**config.mk**
```make
export PLATFORM = sky130hd
export DESIGN_NAME = bffl_cell
export DESIGN_NICKNAME = d
export VERILOG_FILES = /design/src/hdl/bffl_pkg.sv /design/src/hdl/bffl_cell.sv
export SDC_FILE = /design/constraint.sdc
export NUM_CORES = 1
export LEC_CHECK = 0
export BUFFER_PORTS_ARGS = -buffer_cell sky130_fd_sc_hd__buf_4
export CORE_MARGIN = 2
export CORE_UTILIZATION = 32
export DETAILED_ROUTE_END_ITERATION = 10
export GPL_TIMING_DRIVEN = 0
export PLACE_DENSITY_LB_ADDON = 0.15
export RECOVER_POWER = 25
export SETUP_SLACK_MARGIN = 0.5
export SYNTH_ARGS = -nofsm -noshare
export SYNTH_HDL_FRONTEND = slang
export SYNTH_SLANG_ARGS = --single-unit
```
**constraint.sdc**
```tcl
create_clock -name clk -period 6.9 [get_ports clk]
set_input_delay 0.345 -clock clk [delete_from_list [all_inputs] [get_ports clk]]
set_output_delay 0.345 -clock clk [all_outputs]
set_load 0.005 [all_outputs]
```
**src/hdl/bffl_pkg.sv**
```systemverilog
// Shared types and constants for the best-fit free list.
// Used by bffl_cell and best_fit_free_list; depends on nothing else.
`timescale 1ns / 1ps

package bffl_pkg;

  localparam int TABLE_DEPTH = 32;
  localparam int CNT_W       = $clog2(TABLE_DEPTH + 1);
  localparam int POS_W       = 32;
  localparam int SIZE_W      = 30;
  localparam int RANK_W      = 8;

  typedef enum logic [1:0] {
    CMD_INSERT = 2'd0,
    CMD_APPEND = 2'd1,
    CMD_TAKE   = 2'd2,
    CMD_IGNORE = 2'd3
  } cmd_t;

  typedef enum logic [1:0] {
    ST_OK    = 2'd0,
    ST_NOFIT = 2'd1,
    ST_FULL  = 2'd2,
    ST_DUP   = 2'd3
  } status_t;

  typedef struct packed {
    logic [POS_W-1:0]  pos;
    logic [SIZE_W-1:0] size;
    logic [RANK_W-1:0] rank;
  } entry_t;

  // Control broadcast from the top level to every cell.
  typedef struct packed {
    logic active;   // the captured command is being executed this cycle
    cmd_t op;
    logic ins_ok;   // sorted insert may write (table not full)
    logic app_ok;   // append may write (no duplicate, not full)
    logic take_ok;  // take found a hole and removes it
  } cell_ctrl_t;

endpackage

```
**src/hdl/bffl_cell.sv**
```systemverilog
// One slot of the sorted hole chain: holds one entry and its match logic.
// Depends on bffl_pkg.
`timescale 1ns / 1ps

module bffl_cell (
  input  logic                     clk,
  input  bffl_pkg::cell_ctrl_t     ctrl,
  input  logic                     valid,
  input  logic                     is_tail,
  input  logic                     found_in,
  input  bffl_pkg::entry_t         req,
  input  bffl_pkg::entry_t         prev_ent,
  input  bffl_pkg::entry_t         next_ent,
  output logic                     found_out,
  output logic [bffl_pkg::POS_W-1:0] sel_pos,
  output bffl_pkg::entry_t         ent
);
  import bffl_pkg::*;

  logic   mark;
  logic   first;
  logic   load;
  entry_t ent_next;

  // Per-command match condition of this slot.
  always_comb begin
    case (ctrl.op)
      CMD_INSERT: mark = is_tail ||
                         (valid && ((ent.size > req.size) ||
                                    ((ent.size == req.size) && (ent.rank <= req.rank))));
      CMD_APPEND: mark = valid && (ent.pos == req.pos);
      CMD_TAKE:   mark = valid && (ent.size >= req.size);
      default:    mark = 1'b0;
    endcase
  end

  assign first     = mark && !found_in;
  assign found_out = found_in || mark;
  assign sel_pos   = first ? ent.pos : '0;

  always_comb begin
    load     = 1'b0;
    ent_next = ent;
    if (ctrl.active) begin
      case (ctrl.op)
        CMD_INSERT: begin
          if (ctrl.ins_ok && first) begin
            load     = 1'b1;
            ent_next = req;
          end else if (ctrl.ins_ok && found_in) begin
            load     = 1'b1;
            ent_next = prev_ent;
          end
        end
        CMD_APPEND: begin
          if (ctrl.app_ok && is_tail) begin
            load     = 1'b1;
            ent_next = req;
          end
        end
        CMD_TAKE: begin
          if (ctrl.take_ok && found_out) begin
            load     = 1'b1;
            ent_next = next_ent;
          end
        end
        default: begin
          load = 1'b0;
        end
      endcase
    end
  end

  always_ff @(posedge clk) begin
    if (load) begin
      ent <= ent_next;
    end
  end

endmodule

```
==> results of run 1 <==
[worst paths after layout]
kind,cells after the start,slack [ns],end,from
hold reg to reg,7,1.52,ent[9],ent[13]
setup reg to reg,10,3.02,ent[59],ent[40]
hold / removal,2,0.30,ent[10],req[10]
setup / recovery,11,2.75,sel_pos[14],ent[35]
[placed cells by master, fill, tap and decap left out, types with 3 or more instances in the layout]
cell type / Yosys / routed
a22o_1: 12 / 12
and2_1: 32 / 32
nor2_1: 17 / 17
buf_2: 13 / 13
nand4_1: 6 / 6
xnor2_1: 5 / 5
nand3_1: 4 / 4
a22oi_1: 60 / 60
edfxtp_1: 70 / 70
o21ai_0: 6 / 6
nor4_1: 7 / 7
nor3_1: 7 / 7
ha_1: 42 / 42
a21boi_0: 3 / 3
xor2_1: 27 / 27
clkbuf_1: 44 / 56
a21boi_1: 58 / 58
inv_1: 46 / 46
nand2_1: 87 / 87
clkbuf_4: 0 / 50
o31a_1: 59 / 59
bufinv_16: 0 / 3
clkbuf_16: 0 / 9
a21oi_1: 29 / 29
buf_1: 3 / 4
and3_1: 59 / 59
buf_4: 0 / 262
[per-stage QoR]
step / std cells / setup slack [ns] / setup TNS [ns] / total power, mW
detailed placement: 1312 / 2.96 / 0 / 1.00
global route: 1328 / 2.52 / 0 / 1.61
global placement: 1309 / -2.71 / -189.14 / 0.998
finish: 1328 / 2.75 / 0 / 1.54
floorplan: 722 / 0.544 / 0 / 0.760
CTS: 1328 / 2.62 / 0 / 1.55
[routing by layer]
layer | vias to the layer above | share of wire, %
met5 | - | 0
met4 | 0 | 2.2
met3 | 37 | 7.8
met2 | 335 | 47
met1 | 3364 | 43
li1 | 3349 | -
[cell type report]
cell class	count	area, µm²
Tap cell	265	332
Clock inverter	4	95.1
Fill cell	1990	10000
Inverter	46	173
Sequential cell	70	2100
Timing Repair Buffer	325	2450
Clock buffer	12	236
Buffer	62	264
Multi-Input combinational cell	544	3850
[power breakdown]
group          internal, mW  switching, mW
Sequential            0.509         0.0190
Clock                 0.354          0.196
Combinational         0.230          0.231
[kinds of logic after synthesis]
family                   count (synthesis)  synth area share, %
AO/OA/AOI/OAI                          241                 28.8
XOR/XNOR                                32                 4.39
adder cells (fa/ha/maj)                 42                 8.24
buffers and inverters                  108                 6.85
flip-flops                              70                 33.0
AND/OR/NAND/NOR                        229                 18.7
[critical path: cells and delay by family, from the launching register on]
kind / cells / cell delay (ns)
compound gates: 2 / 0.64
fa+ha+maj: 1 / 0.36
flops: 1 / 0.41
simple gates: 5 / 1.18
buf+inv: 3 / 0.86
==> flow_summary.ini, run 1 <==
[status]
status = finished, final reports clean

[yosys]
ys.flop_type = edfxtp_1
syn_inst = 722
synth_seq_cells = 70
yosysTopAreaCell = edfxtp_1
synth_edf_count = 70
async_flop_share_pct = 0
synth_area_um2 = 6380
yosys-top-cells-count = 87 x nand2_1, 70 x edfxtp_1, 60 x a22oi_1, 59 x and3_1, 59 x o31a_1
seq_area_frac_synth_pct = 33.0
yosysUniqueCellTypes = 44
ys_top_cells_by_area = edfxtp_1 33%, ha_1 8.2%, o31a_1 8.1%
syn_nets = 984
syn_avg_cell_area_um2 = 8.83
yosysMostFrequentCell = nand2_1
synth_top_area_share_pct = 33.0
yosysWarnings = 0

[clocking]
cts.repair.resized = 0
cts_root_buf = clkbuf_16
cts_buffer_depth = 2
clk_pin_slew_ns = 0.06
cts_tree = yes
clock_sinks = 70
h-tree-depth = 3
post_cts_buffers = 0
clk_latency_ns = 0.34
ctsHoldBuffers = 0
cts_buffers = 9

[cells_and_area]
syn2layout_area_growth_pct = 49.0
fin_area_um2 = 9500
reg_top3 = ent (70)
nets = 1320
num_antenna_cells = 0
final_core_util_pct = 48.7
regMostFlops = ent
drive_gt1_share_pct = 33.1
largest_register_ff_count = 70

[timing]
setup_viol = 0
slew_headroom_pct = 48.6
fin_crit_ns = 4.15
clock.fmax_mhz = 241
slew_violations = 0
holdWs_ns = 0.300
period_share_pct = 60.1
clock_skew_ns = 0.00873
tightest_slew_ns = 0.771
rsz0062_at_grt = false
hold_viol = 0

[setup_path]
crit_path_start_kind = register
worst-setup-path-type = reg -> out
cp.required_ns = 6.55
cp_data_arrival_time_ns = 3.80
crit_path_top_delay_cell = o31ai_4
crit_path_end_kind = primary output
slowest_delay_ns = 0.55
path_cells = ha_1 -> nand4_2 -> nor4_4 -> nand3_2 -> nand4b_1 -> a21oi_1 -> o31ai_4 -> buf_6 -> clkbuf_1 -> and2_1 -> buf_4
cp_max_fo = 10

[grt]
grt_first_pass_wirelength_um = 42300
grt_use_met2_pct = 42.4
met3_usage_pct = 5.60
grt_max_degree = 23
grt_pass1_vias = 7155
grt-ovfl-total = 0
grt.met1_usage_pct = 34.4
grt_usage_pct = 25.8
top_usage_layer = met2
grt_antenna_before_repair = 0

[detailed_routing]
via_per_inst = 5.34
ant_nets = 0
dr.first_iter.drc_count = 355
drcViolationCount = 0
vias = 7085
drt-total-wl_um = 28000
wl_per_cell_um = 21.1
drt_pass1_iterations = 6

[floorplanning]
die_y_um = 145
die_w_um = 145
boundaryPins = 323
die-area_um2 = 21100
start_util_pct = 32.7
placementRows = 51
core_um2 = 19500

[placed_design]
placed_cell_area_um2 = 9210
dpl.hpwl_um = 21400
portBuffers = 322
routabilityCongestion = 0.841

[pwr]
powerDensity_nw_per_um2 = 162
max-vdd-ir-drop_mv = 0.0993
p_leak_nw = 4.50

[worst_hold_path]
hp-class = in -> reg

[job]
drv_cap = 0
(Power assumes the default switching activity.)
==> run 2, diff against run 1 <==
clock period = 3.5 ns   (was 6.9 ns; I/O delays follow)
==> run 2 against run 1 <==
Register-to-register slack worse by 2.9 ns. Die area stayed put. Sequential power is 97% higher. First-iteration DRC count is 14% higher. Flip-flop and latch count stayed put.
==> flow_summary.ini, run 2 (synthesis results as in run 1) <==
[status]
status = finished, final reports clean

[pwr]
max-vdd-ir-drop_mv = 0.210
p_leak_nw = 4.80
powerDensity_nw_per_um2 = 284
finalPower_mw = 3.02

[placed_design]
dpl.cell_count = 1312
portBuffers = 322
routabilityCongestion = 0.841
dp_slack_ns = -0.637
placed_cell_area_um2 = 9260
dpl.hpwl_um = 21400

[clocking]
clock_sinks = 70
clk_latency_ns = 0.34
cts_root_buf = clkbuf_16
h-tree-depth = 3
cts_buffer_depth = 2
clk_pin_slew_ns = 0.06
cts_buffers = 9
cts_tree = yes
ctsHoldBuffers = 0

[setup_path]
crit_path_end_kind = register
r2r_start = ent[23]
cp_max_fo = 10
worst-setup-path-type = reg -> reg
cp_data_arrival_time_ns = 3.41
cp.required_ns = 3.56
r2r_cells = 13
crit_path_start_kind = register
regToRegSetupSlack_ns = 0.14
r2r_end = ent[39]

[floorplanning]
die-area_um2 = 21100
die_y_um = 145
placementRows = 51
core_um2 = 19500
boundaryPins = 323
die_w_um = 145
start_util_pct = 32.7

[grt]
top_usage_layer = met2
grt_antenna_before_repair = 0
met3_usage_pct = 5.72
grt_usage_pct = 27.0
grt_max_degree = 21
grt_first_pass_wirelength_um = 44000
grt_use_met2_pct = 44.7
grt_pass1_vias = 7379
grt.met1_usage_pct = 35.7
grt-ovfl-total = 0

[job]
drv_cap = 0

[cells_and_area]
seqCellArea_um2 = 2100
final_cell_mix = 246 x buf_4, 87 x nand2_1, 70 x edfxtp_1
fin_area_um2 = 10700
largest_register_ff_count = 70
reg_top3 = ent (70)
drive_gt1_share_pct = 41.8
multi_input_area_um2 = 4260
fillers = 1875
fin_cells = 1362
num_antenna_cells = 0
nets = 1354
final_core_util_pct = 54.5
regMostFlops = ent
syn2layout_area_growth_pct = 67.0
final_common_cell = buf_4

[timing]
setup_ws_ns = 0.144
slew_headroom_pct = 51.8
finalSetupTns_ns = 0
hold_viol = 0
clock_skew_ns = 0.00728
rsz0062_at_grt = true
setup_viol = 0
tightest_slew_ns = 0.723
clock.fmax_mhz = 298
holdWs_ns = 0.129
period_share_pct = 95.9
slew_violations = 0
fin_crit_ns = 3.36

[detailed_routing]
drt-total-wl_um = 30000
drt_pass1_iterations = 5
dr.first_iter.drc_count = 405
ant_nets = 0
drcViolationCount = 0
vias = 7334
via_per_inst = 5.38
wl_per_cell_um = 22.0

[worst_hold_path]
hp-class = in -> reg
hold_path_depth = 2
holdPathEnd = ent[23]
hp-start = req[23]
==> run 2: cell count changes in the layout (fill, tap and decap cells not counted), moves of 3 or more <==
| cell | change |
|---|---|
| buf_4 | -16 |
| and2_1 | -32 |
| and2_4 | +32 |
| and3_4 | +27 |
| and3_1 | -27 |
| ha_4 | +7 |
| buf_6 | +38 |
| clkbuf_4 | -5 |
| nor4_1 | -3 |
| buf_8 | +9 |
| buf_2 | -12 |
| ha_1 | -7 |
| clkbuf_16 | +13 |
==> run 2: where the power goes <==
group          internal, mW  switching, mW  total (mW)
logic                 0.548          0.501        1.05
clock network         0.544          0.383       0.928
registers              1.00         0.0401        1.04
total                  2.10          0.925        3.02
==> run 2: how the worst max path moves through the flow <==
stage,from,endpoint,slack (ns),depth (start not counted)
floorplan,ent[37],ent[0],-0.14,9
global placement,ent[58],ent[29],-1.58,8
detailed placement,ent[58],ent[28],-0.64,11
CTS,ent[22],sel_pos[31],0.14,12
global route,ent[29],sel_pos[0],0.04,12
finish,ent[23],ent[39],0.14,13
==> run 2: routing by layer <==
metal / part of all wire [%] / vias up
met1: 42 / 3529
met2: 48 / 334
li1: - / 3429
met4: 2.1 / 0
met3: 7.6 / 42
met5: 0 / -
==> run 2: cell type report <==
class,instances,share of cell area (%)
buffer,62,4.11
clock buffer,10,2.15
clock inverter,6,0.493
inverter,46,1.62
multi-input combinational,544,40.0
sequential,70,19.7
tap,265,3.11
timing repair buffer,359,28.8
==> run 2: worst max-delay path, cell delays in order (launching register included) <==
cell	delay, ns
edfxtp_1	0.44
ha_4	0.31
nand4_1	0.13
nor4_4	0.42
nand3_2	0.19
buf_4	0.18
a31oi_4	0.17
nor3_1	0.08
o32ai_2	0.22
nand3_1	0.18
a31oi_4	0.26
clkbuf_16	0.19
buf_16	0.13
clkbuf_16	0.16
==> run 2: timing repair <==
item                                   in CTS  in global routing
setup endpoints to repair                 173                173
buffers inserted                           16                  7
endpoints found under the hold margin       0                  0
gates resized for setup                   107                 70
pin swaps                                  11                 61
cloned                                      4                  7
==> run 3, diff against run 2 <==
BUFFER_PORTS_ARGS = unset   (was -buffer_cell sky130_fd_sc_hd__buf_4)
CORE_ASPECT_RATIO = 2   (was unset)
DONT_BUFFER_PORTS = 1   (was unset)
SLEW_MARGIN = 20   (was unset)
==> run 3 against run 2 <==
Die area rose by 0.32%. Clock power fell by 7.7%. Power fell by 10%. Via count fell by 14%. Critical path type unchanged.
==> flow_summary.ini, run 3 (synthesis results as in run 1) <==
[cells_and_area]
nets = 1044
largest_register_ff_count = 70
final_cell_mix = 86 x nand2_1, 70 x edfxtp_1, 60 x a22oi_1
regMostFlops = ent
drive_gt1_share_pct = 22.0
final_common_cell = nand2_1
reg_top3 = ent (70)
syn2layout_area_growth_pct = 32.3

[floorplanning]
die_y_um = 204
die-area_um2 = 21100
core_um2 = 19700
boundaryPins = 323
placementRows = 73
die_w_um = 104
start_util_pct = 32.3

[detailed_routing]
ant_nets = 0
dr.first_iter.drc_count = 429
wl_per_cell_um = 28.0
drt_pass1_iterations = 6
vias = 6285
via_per_inst = 5.97
drt-total-wl_um = 29500
drcViolationCount = 0

[timing]
tightest_slew_ns = 0.803
holdWs_ns = 0.0366
slew_headroom_pct = 46.5
clock.fmax_mhz = 303
clock_skew_ns = 0.00674
rsz0062_at_grt = true
period_share_pct = 94.2
hold_viol = 0
slew_violations = 0
setup_viol = 0
fin_crit_ns = 3.30

[pwr]
p_int_mw = 1.84
p_comb_share_pct = 29.4
p_leak_nw = 3.38
p_clk_share_pct = 31.6
p_seq_share_pct = 39.0
power_switching_uw = 875
max-vdd-ir-drop_mv = 0.209
finalPower_mw = 2.71
p_sw_share_pct = 32.2
powerDensity_nw_per_um2 = 322

[placed_design]
portBuffers = 0
routabilityCongestion = 0.876
dpl.hpwl_um = 21300

[setup_path]
worst-setup-path-type = reg -> reg
cp_data_arrival_time_ns = 3.40
regToRegSetupSlack_ns = 0.20
crit_path_start_kind = register
crit_path_end_kind = register
cp.required_ns = 3.61
cp_max_fo = 8

[job]
drv_cap = 0

[status]
status = finished, final reports clean

[grt]
grt-ovfl-total = 0
grt_first_pass_wirelength_um = 40300
grt_usage_pct = 25.7
grt_max_degree = 20
grt_antenna_before_repair = 4
grt_pass1_vias = 6476

[clocking]
cts_buffer_depth = 2
cts_tree = yes
ctsHoldBuffers = 0
clk_latency_ns = 0.36
cts_buffers = 9
cts_root_buf = clkbuf_16
clock_sinks = 70
clk_pin_slew_ns = 0.06
h-tree-depth = 3

[worst_hold_path]
hp-class = in -> reg
[run 3: path summary, 6_finish.rpt]
path | cells past startpoint | from | endpoint
worst max register to register | 12 | ent[33] | ent[41]
worst max-delay path | 12 | ent[33] | ent[41]
worst min-delay path | 1 | req[9] | ent[9]
worst min register to register | 9 | ent[37] | ent[55]
[run 3: stage by stage]
stage | area, µm² | setup TNS [ns] | cells | utilization (%) | setup WS (ns)
detailed placement | 6840 | -60.90 | 987 | 34.7 | -0.758
finish | 8440 | 0 | 1052 | 42.8 | 0.203
global route | 8430 | 0 | 1049 | 42.7 | 0.113
CTS | 7870 | 0 | 1028 | 39.9 | 0.136
global placement | 6760 | -139.86 | 984 | 34.3 | -1.75
floorplan | 6430 | -10.10 | 722 | - | -0.144
[run 3: timing repair]
action                     CTS  global route
pin swaps                   38            46
gates cloned                 6            12
setup buffers               21             7
gates resized for setup    111            53
setup endpoints to repair  173           173
[run 3: critical path, cell delays in order, from the launching register on]
cell       delay, ns
edfxtp_1        0.49
ha_4            0.30
a21oi_1         0.14
o21bai_1        0.10
a2111oi_2       0.52
a31oi_2         0.17
o31ai_2         0.31
o31ai_4         0.17
buf_6           0.20
buf_12          0.13
buf_16          0.12
and3_4          0.14
o31a_1          0.24
[run 3: power groups by stage]
| stage | clock, mW | combinational [mW] | sequential [mW] |
|---|---|---|---|
| 2_1_floorplan | 0 | 0.446 | 1.05 |
| 3_3_place_gp | 0 | 0.608 | 1.08 |
| 3_5_place_dp | 0 | 0.636 | 1.07 |
| 4_1_cts | 0.875 | 0.723 | 1.06 |
| 5_1_grt | 0.897 | 0.867 | 1.06 |
| 6_report | 0.857 | 0.799 | 1.06 |
[run 3: layout make-up]
cell class              count  area (µm²)
clock inverters             4        16.3
multi-input cells         544        4320
diodes                      5        12.5
plain buffers              62         453
clock buffers              10         229
inverters                  46         173
well taps                 262         328
repair buffers             49         812
fillers                  2002       11300
flip-flops and latches     70        2100
[run 3: routing by layer]
layer  track usage (%)  vias to the layer above  wire length, µm
met5                 0                        -               11
met4              13.3                        2             1260
met3              6.14                       61             1920
met2              50.3                      326            16500
met1              24.4                     3082             9800
li1                  -                     2814                -
